[config.mk]
export PLATFORM = sky130hd
export DESIGN_NAME = ir_pulse_distance_frame_decoder
export DESIGN_NICKNAME = d
export VERILOG_FILES = /design/src/rtl/core/ipd_pkg.sv /design/src/rtl/core/ipd_datapath.sv /design/src/rtl/core/ipd_result_queue.sv /design/src/rtl/core/ir_pulse_distance_frame_decoder.sv
export SDC_FILE = /design/constraint.sdc
export NUM_CORES = 1
export LEC_CHECK = 0
export BUFFER_PORTS_ARGS = -buffer_cell sky130_fd_sc_hd__buf_2
export CORE_MARGIN = 2
export CORE_UTILIZATION = 50
export DETAILED_ROUTE_END_ITERATION = 12
export PLACE_DENSITY = 0.71
export SYNTH_ARGS = -nofsm -noshare
export SYNTH_HDL_FRONTEND = slang
export SYNTH_SLANG_ARGS = --single-unit
[constraint.sdc]
create_clock -name clk -period 4.1 [get_ports clk]
set_input_delay 0.82 -clock clk [delete_from_list [all_inputs] [get_ports clk]]
set_output_delay 0.82 -clock clk [all_outputs]
set_load 0.02 [all_outputs]
[src/rtl/core/ipd_pkg.sv]
`timescale 1ns / 1ps
`default_nettype none
// ----------------------------------------------------------------------------
// ipd_pkg
// Shared types and constants for the IR pulse-distance frame decoder.
// ----------------------------------------------------------------------------
package ipd_pkg;

  // Frame layout defaults
  localparam int BYTES_PER_HALF_DEF     = 4;
  localparam int SECOND_HALF_OFFSET_DEF = 72;

  // Captured durations are masked to this many bits
  localparam int DURATION_BITS = 16;
  localparam int DUR_W         = 16;
  localparam logic [DUR_W-1:0] DUR_MASK =
    (DURATION_BITS >= DUR_W) ? {DUR_W{1'b1}}
                             : DUR_W'((64'd1 << DURATION_BITS) - 64'd1);

  localparam int IDX_W  = 4;
  localparam int BYTE_W = 8;

  // Result queue depth, power of two, at least two
  localparam int QUEUE_DEPTH = 4;

  // Register indexes
  localparam logic [2:0] REG_MARK_MIN       = 3'd0;
  localparam logic [2:0] REG_MARK_MAX       = 3'd1;
  localparam logic [2:0] REG_ZERO_SPACE_MIN = 3'd2;
  localparam logic [2:0] REG_ZERO_SPACE_MAX = 3'd3;
  localparam logic [2:0] REG_ONE_SPACE_MIN  = 3'd4;
  localparam logic [2:0] REG_ONE_SPACE_MAX  = 3'd5;
  localparam logic [2:0] REG_FIXED_MIDDLE   = 3'd6;

  typedef struct packed {
    logic [15:0] mark_min;
    logic [15:0] mark_max;
    logic [15:0] zero_space_min;
    logic [15:0] zero_space_max;
    logic [15:0] one_space_min;
    logic [15:0] one_space_max;
    logic [7:0]  fixed_middle_byte;
  } cfg_t;

  typedef struct packed {
    logic              run_last;
    logic [BYTE_W-1:0] byte_value;
    logic [IDX_W-1:0]  byte_index;
  } result_t;

  // Results produced by one accepted item (0, 1 or 2)
  typedef struct packed {
    logic [1:0] count;
    result_t    r0;
    result_t    r1;
  } push_t;

endpackage : ipd_pkg
`default_nettype wire

[src/rtl/core/ipd_datapath.sv]
`timescale 1ns / 1ps
`default_nettype none
// ----------------------------------------------------------------------------
// ipd_datapath
// Frame position, held mark and byte shifter; classifies each duration.
// ----------------------------------------------------------------------------
module ipd_datapath
  import ipd_pkg::*;
#(
  parameter int BYTES_PER_HALF     = BYTES_PER_HALF_DEF,
  parameter int SECOND_HALF_OFFSET = SECOND_HALF_OFFSET_DEF
) (
  input  wire logic             clk,
  input  wire logic             rst_n,
  input  wire cfg_t             cfg,
  input  wire logic             accept,
  input  wire logic [DUR_W-1:0] duration,
  input  wire logic             frame_start,
  output push_t                 push
);

  localparam int HALF_LEN  = 16 * BYTES_PER_HALF;
  localparam int FRAME_END = SECOND_HALF_OFFSET + HALF_LEN;
  localparam int POS_W     = $clog2(FRAME_END + 1);

  localparam logic [POS_W-1:0] FRAME_END_P  = POS_W'(FRAME_END);
  localparam logic [POS_W-1:0] HALF_LEN_P   = POS_W'(HALF_LEN);
  localparam logic [POS_W-1:0] HALF_LAST_P  = POS_W'(HALF_LEN - 1);
  localparam logic [POS_W-1:0] OFFSET_P     = POS_W'(SECOND_HALF_OFFSET);
  localparam logic [IDX_W-1:0] IDX_MIDDLE   = IDX_W'(BYTES_PER_HALF);
  localparam logic [IDX_W-1:0] IDX_SEC_BASE = IDX_W'(BYTES_PER_HALF + 1);

  logic [POS_W-1:0]  pos_r, pos_nxt;
  logic [DUR_W-1:0]  held_mark_r, held_mark_nxt;
  logic [BYTE_W-1:0] shifter_r, shifter_nxt;

  logic [POS_W-1:0]  pos, rel;
  logic [DUR_W-1:0]  dur;
  logic              active, in_first, in_second, taking;
  logic              mark_ok, zero_hit, one_hit, byte_end, last_first;
  logic [BYTE_W-1:0] base, shifted;
  logic [IDX_W-1:0]  idx;

  always_comb begin
    dur       = duration & DUR_MASK;
    pos       = frame_start ? '0 : pos_r;
    active    = pos < FRAME_END_P;
    in_first  = pos < HALF_LEN_P;
    in_second = active && !in_first && (pos >= OFFSET_P);
    taking    = active && (in_first || in_second);
    rel       = in_first ? pos : pos - OFFSET_P;

    mark_ok  = (held_mark_r >= cfg.mark_min) && (held_mark_r <= cfg.mark_max);
    zero_hit = (dur >= cfg.zero_space_min) && (dur <= cfg.zero_space_max);
    one_hit  = (dur >= cfg.one_space_min) && (dur <= cfg.one_space_max);

    // byte register starts clean at each byte boundary
    base = (rel[3:0] == 4'd0) ? '0 : shifter_r;

    // both windows may hit: 0 then 1
    shifted = base;
    if (zero_hit) begin
      shifted = {1'b0, shifted[BYTE_W-1:1]};
    end
    if (one_hit) begin
      shifted = {1'b1, shifted[BYTE_W-1:1]};
    end

    held_mark_nxt = held_mark_r;
    shifter_nxt   = shifter_r;
    if (taking) begin
      if (!rel[0]) begin
        held_mark_nxt = dur;
        shifter_nxt   = base;
      end else if (mark_ok) begin
        shifter_nxt = shifted;
      end else begin
        shifter_nxt = base;
      end
    end

    pos_nxt = active ? pos + POS_W'(1) : pos;

    byte_end   = taking && (rel[3:0] == 4'd15);
    last_first = in_first && (pos == HALF_LAST_P);
    idx        = in_first ? IDX_W'(rel >> 4) : IDX_SEC_BASE + IDX_W'(rel >> 4);

    push.r0.byte_index = idx;
    push.r0.byte_value = shifter_nxt;
    push.r0.run_last   = !last_first;
    push.r1.byte_index = IDX_MIDDLE;
    push.r1.byte_value = cfg.fixed_middle_byte;
    push.r1.run_last   = 1'b1;
    if (!accept || !byte_end) begin
      push.count = 2'd0;
    end else if (last_first) begin
      push.count = 2'd2;
    end else begin
      push.count = 2'd1;
    end
  end

  always_ff @(posedge clk) begin
    if (!rst_n) begin
      pos_r       <= FRAME_END_P;
      held_mark_r <= '0;
      shifter_r   <= '0;
    end else if (accept) begin
      pos_r       <= pos_nxt;
      held_mark_r <= held_mark_nxt;
      shifter_r   <= shifter_nxt;
    end
  end

endmodule : ipd_datapath
`default_nettype wire

[src/rtl/core/ipd_result_queue.sv]
`timescale 1ns / 1ps
`default_nettype none
// ----------------------------------------------------------------------------
// ipd_result_queue
// Small result queue; takes up to two results per cycle, gives one.
// ----------------------------------------------------------------------------
module ipd_result_queue
  import ipd_pkg::*;
(
  input  wire logic  clk,
  input  wire logic  rst_n,
  input  wire push_t push,
  output logic       space_ok,
  output logic       out_valid,
  input  wire logic  out_ready,
  output result_t    out_result
);

  localparam int PTR_W = $clog2(QUEUE_DEPTH);
  localparam int CNT_W = $clog2(QUEUE_DEPTH + 1);
  localparam logic [CNT_W-1:0] ROOM_LIMIT = CNT_W'(QUEUE_DEPTH - 2);

  result_t          q_r [QUEUE_DEPTH];
  logic [PTR_W-1:0] wr_ptr_r, wr_ptr_nxt, rd_ptr_r, rd_ptr_nxt, wr_ptr_p1;
  logic [CNT_W-1:0] cnt_r, cnt_nxt;
  logic             pop;

  always_comb begin
    space_ok   = cnt_r <= ROOM_LIMIT;
    out_valid  = cnt_r != '0;
    out_result = q_r[rd_ptr_r];
    pop        = out_valid && out_ready;
    wr_ptr_p1  = wr_ptr_r + PTR_W'(1);
    wr_ptr_nxt = wr_ptr_r + PTR_W'(push.count);
    rd_ptr_nxt = rd_ptr_r + PTR_W'(pop);
    cnt_nxt    = cnt_r + CNT_W'(push.count) - CNT_W'(pop);
  end

  always_ff @(posedge clk) begin
    if (!rst_n) begin
      wr_ptr_r <= '0;
      rd_ptr_r <= '0;
      cnt_r    <= '0;
    end else begin
      wr_ptr_r <= wr_ptr_nxt;
      rd_ptr_r <= rd_ptr_nxt;
      cnt_r    <= cnt_nxt;
    end
  end

  always_ff @(posedge clk) begin
    if (push.count != 2'd0) begin
      q_r[wr_ptr_r] <= push.r0;
    end
    if (push.count == 2'd2) begin
      q_r[wr_ptr_p1] <= push.r1;
    end
  end

endmodule : ipd_result_queue
`default_nettype wire

[src/rtl/core/ir_pulse_distance_frame_decoder.sv]
`timescale 1ns / 1ps
`default_nettype none
// A result is written into the result queue when the item that ends its byte is accepted.
// Throughput: one duration item per clock while in_tready is high; an item ending the first half
//   yields two results, drained one per clock through a 4-entry result queue.
// in_tready drops only while that queue has fewer than two free entries.
// Reset (rst_n low, synchronous): decoder idle until a frame start, held mark
//   and byte register cleared, queue empty, registers back to defaults.
// ----------------------------------------------------------------------------
// ir_pulse_distance_frame_decoder
// Decodes IR mark/space durations into frame bytes, LSB first.
// ----------------------------------------------------------------------------
module ir_pulse_distance_frame_decoder
  import ipd_pkg::*;
#(
  parameter int BYTES_PER_HALF     = BYTES_PER_HALF_DEF,
  parameter int SECOND_HALF_OFFSET = SECOND_HALF_OFFSET_DEF
) (
  input  wire logic        clk,
  input  wire logic        rst_n,
  // input stream
  input  wire logic        in_tvalid,
  output logic             in_tready,
  input  wire logic [15:0] in_tdata,    // [15:0] duration
  input  wire logic        in_tuser,    // [0] frame_start
  // result stream
  output logic             out_tvalid,
  input  wire logic        out_tready,
  output logic [15:0]      out_tdata,   // [3:0] byte_index, [11:4] byte_value, [15:12] 0
  output logic             out_tlast,   // run_last
  // configuration
  input  wire logic        cfg_psel,
  input  wire logic        cfg_penable,
  input  wire logic        cfg_pwrite,
  input  wire logic [4:0]  cfg_paddr,
  input  wire logic [31:0] cfg_pwdata,
  output logic [31:0]      cfg_prdata,
  output logic             cfg_pready
);

  cfg_t    cfg_r;
  logic    cfg_wr;
  logic    accept;
  logic    space_ok;
  push_t   push;
  result_t res;
  logic [2:0] reg_idx;

  // ---------------------------------------------------------------------------
  // Configuration registers: byte address 4*i, always ready, zero-wait.
  // ---------------------------------------------------------------------------
  assign cfg_pready = 1'b1;
  assign cfg_wr     = cfg_psel && cfg_penable && cfg_pwrite && cfg_pready;
  assign reg_idx    = cfg_paddr[4:2];

  always_ff @(posedge clk) begin
    if (!rst_n) begin
      cfg_r.mark_min          <= 16'd480;
      cfg_r.mark_max          <= 16'd680;
      cfg_r.zero_space_min    <= 16'd480;
      cfg_r.zero_space_max    <= 16'd600;
      cfg_r.one_space_min     <= 16'd1450;
      cfg_r.one_space_max     <= 16'd1600;
      cfg_r.fixed_middle_byte <= 8'h02;
    end else if (cfg_wr) begin
      unique case (reg_idx)
        REG_MARK_MIN:       cfg_r.mark_min          <= cfg_pwdata[15:0];
        REG_MARK_MAX:       cfg_r.mark_max          <= cfg_pwdata[15:0];
        REG_ZERO_SPACE_MIN: cfg_r.zero_space_min    <= cfg_pwdata[15:0];
        REG_ZERO_SPACE_MAX: cfg_r.zero_space_max    <= cfg_pwdata[15:0];
        REG_ONE_SPACE_MIN:  cfg_r.one_space_min     <= cfg_pwdata[15:0];
        REG_ONE_SPACE_MAX:  cfg_r.one_space_max     <= cfg_pwdata[15:0];
        REG_FIXED_MIDDLE:   cfg_r.fixed_middle_byte <= cfg_pwdata[7:0];
        default: ;  // unmapped address, write dropped
      endcase
    end
  end

  always_comb begin
    unique case (reg_idx)
      REG_MARK_MIN:       cfg_prdata = {16'd0, cfg_r.mark_min};
      REG_MARK_MAX:       cfg_prdata = {16'd0, cfg_r.mark_max};
      REG_ZERO_SPACE_MIN: cfg_prdata = {16'd0, cfg_r.zero_space_min};
      REG_ZERO_SPACE_MAX: cfg_prdata = {16'd0, cfg_r.zero_space_max};
      REG_ONE_SPACE_MIN:  cfg_prdata = {16'd0, cfg_r.one_space_min};
      REG_ONE_SPACE_MAX:  cfg_prdata = {16'd0, cfg_r.one_space_max};
      REG_FIXED_MIDDLE:   cfg_prdata = {24'd0, cfg_r.fixed_middle_byte};
      default:            cfg_prdata = 32'd0;
    endcase
  end

  // ---------------------------------------------------------------------------
  // Input side: an item is taken whenever the queue can absorb the worst case
  // of two results, so the decoder state updates once per accepted item.
  // ---------------------------------------------------------------------------
  assign in_tready = space_ok;
  assign accept    = in_tvalid && in_tready;

  // Position tracking, window compare and byte shift, all combinational ahead of the datapath registers.
  ipd_datapath #(
    .BYTES_PER_HALF     (BYTES_PER_HALF),
    .SECOND_HALF_OFFSET (SECOND_HALF_OFFSET)
  ) u_datapath (
    .clk         (clk),
    .rst_n       (rst_n),
    .cfg         (cfg_r),
    .accept      (accept),
    .duration    (in_tdata),
    .frame_start (in_tuser),
    .push        (push)
  );

  // Result queue separates the two sides; the fixed middle byte rides as a
  // second entry written in the same cycle as the last first-half byte.
  ipd_result_queue u_queue (
    .clk        (clk),
    .rst_n      (rst_n),
    .push       (push),
    .space_ok   (space_ok),
    .out_valid  (out_tvalid),
    .out_ready  (out_tready),
    .out_result (res)
  );

  assign out_tdata = {4'd0, res.byte_value, res.byte_index};
  assign out_tlast = res.run_last;

endmodule : ir_pulse_distance_frame_decoder
`default_nettype wire

==> metrics <==
status complete, no violations; FFs w/ async S/R, synth 0%; most common cell in the synthesized netlist nand2_1; Port Buf Inserts 73; Worst Max-Slew Pin Slew about 900 ps; TritonCTS clock tree yes; root buffer cell clkbuf_16; setup_tns 0 ps; vias 9948; final hold violations 0; final cell count without fillers 1695; register area share after synthesis a little over a third; Slew Limit Fails 0; Yosys top cell area share 28.1%; chip height 156 um; WL per Instance about 19 um; TritonCTS buffer count 17; crit start category register; Top cell by count, worst path nand2_1; Post-CTS Resized 0; drt via density 5.87; hold path depth 2; R2R setup slack 610 ps; worst min-delay path class reg2reg; worst vdd ir 0.000239 V; clk slew on worst S/H paths 70 ps; Layout Skew 11.7 ps; post-route ant nets 0; worst hold path endpoint u_datapath.pos_r[1]; Mapped Cells 1360; post-layout util 56.1%; Synth area leaders dfxtp_1 28%, ha_1 11%, edfxtp_1 8.3%, nand2_1 7.4%, a21oi_1 4.9%; IO Count 113; area leader, netlist dfxtp_1; total power 4.74 mW; hpwl dp 23900 um; Reg2Reg Depth 11; clk_lat worst skew about 440 ps; number of global-route vias before repair 9215; DRC violations left 0; Post-synth top cells 230 x nand2_1, 163 x dfxtp_1, 114 x a21oi_1; Max Cap Viol 0; Core ar. 0.0227 sq mm; dpl cells ~1700; Netlist cell types 70; worst r2r src cfg_r[90]; worst-path cell chain inv_1 -> ha_1 -> nand2_1 -> o21ai_0 -> a31oi_1 -> o41ai_1 -> and4_1 -> nand2_1 -> nor3_1 -> a22o_1 -> a21o_1; CP max stage cell o41ai_1; Arr. time, crit path 3870 ps; die area 0.0244 sq mm; hold_sp u_datapath.pos_r[1]; Final #Nets 1565; antenna violations before repair 1; final wirelength 32300 um; CP Data Required Time 4480 ps; Post-Syn Area per Cell about 8.5 sq um; max_slew headroom 40.1%; CTS Sinks 195; CP endpoint kind register; global-route wire length before repair 50600 um; H-tree Lvls 4; post-synthesis cell area around 0.012 sq mm; fin crit period about 3500 ps; pwr/cell area 372 mW/mm^2; number of synthesized register bits just under 200; CTS Hold Bufs 0; Initial Util 51.1%; Setup Buffers After CTS 0; layout cells sized above 1 12.4%; critical path type reg2reg; R2R Path End u_datapath.shifter_r[0]; grt total ovfl 0; Tcrit/Tclk final 85.2%; leak pwr 4.91 nW; RSZ-0062 raised after global routing false; ys flop type dfxtp_1; Layout area overhead 9.76%; antenna cells 0; maximum root-to-sink buffer count 2; Fmax achieved 0.286 GHz; gp weighted congestion 0.916; Die X about 160 um; FP Rows 55; GRT Overall Usage about a quarter; crit-path max cell delay 660 ps; YS warnings 0; Post-synth EDFFs 32; largest net degree at the start of global routing 50; # setup viols final 0; crit-path max FO 8; Pre-antenna DRT Iters 6; Starting DRT DRC Count roughly 890
-- metrics by stage --
stage | hold WS (ps) | cell area [sq um] | worst slack, ps
6_report | 456 | 12700 | 607
5_1_grt | 478 | 12700 | 378
4_1_cts | 458 | 12700 | 648
3_5_place_dp | 448 | 12100 | 300
3_3_place_gp | 443 | 12100 | 346
2_1_floorplan | 436 | 11700 | 795
-- flip-flops by register name, summed over array words and instances (netlist names) --
name,flops
cfg_r,104
u_datapath.held_mark_r,16
u_datapath.pos_r,8
u_datapath.shifter_r,8
u_queue.cnt_r,3
u_queue.q_r,52
u_queue.rd_ptr_r,2
u_queue.wr_ptr_r,2
-- placed cells by master (no fill, tap or decap), types with 32 or more instances in the layout --
cell type and count:
dfxtp_1 163, inv_1 106, nor2_1 68, buf_2 73, a21oi_1 114, o21ai_0 83
mux2i_1 42, edfxtp_1 32, ha_1 105, nand3_1 33, nand2_1 230
-- worst max-delay path: cells and delay by family (launching register included) --
kind,cells,cell delay [ps]
AOI/OAI and AO/OA,5,1340
and+or+nand+nor,4,1310
DFF,1,420
adders and majority gates,1,290
buffers and inverters,1,70
-- final cells by class --
type / count / area, sq um
Inverter: 107 / 403
Timing Repair Buffer: 94 / 536
Clock buffer: 20 / 457
Multi-Input combinational cell: 983 / 6620
Tap cell: 285 / 357
Fill cell: 2058 / 9970
Sequential cell: 195 / 4220
Clock inverter: 11 / 139
-- metal layers --
metal / share of wire [%] / vias to the layer above / GRT usage [%]
met5: 0.022 / - / 0
met4: 3.6 / 2 / 10.7
met3: 6.9 / 69 / 4.76
met2: 48 / 421 / 44.7
met1: 42 / 4603 / 34.2
li1: - / 4853 / -
-- kinds of logic after synthesis --
family	after synthesis	synth area share, %
and+or+nand+nor	427	16.4
AOI/OAI and AO/OA	351	19.2
buffers and inverters	201	7.35
DFF	195	36.4
adders and majority gates	106	11.5
muxes	69	8.38
xor gates and xnor gates	9	0.744
other	2	0.0647
-- where the power goes --
part	switching (mW)	leakage [nW]	total [mW]	internal, mW
sequential	0.0858	1.58	2.08	1.99
combinational	0.558	3.04	0.952	0.394
clock	0.771	0.288	1.72	0.944
-- how the worst max path moves through the flow --
stage / end / cells past startpoint / slack, ps / startpoint
after global placement: u_queue.q_r[0][5] / 11 / 350 / in_tdata[11]
after CTS: u_datapath.shifter_r[3] / 11 / 650 / cfg_r[90]
after global routing: u_queue.q_r[3][6] / 11 / 380 / cfg_r[90]
after floorplan: cfg_prdata[10] / 6 / 790 / cfg_paddr[4]
final: u_datapath.shifter_r[0] / 11 / 610 / cfg_r[90]
after detailed placement: u_datapath.shifter_r[3] / 12 / 300 / in_tdata[0]
No activity file was read; power rests on OpenSTA's default activity.
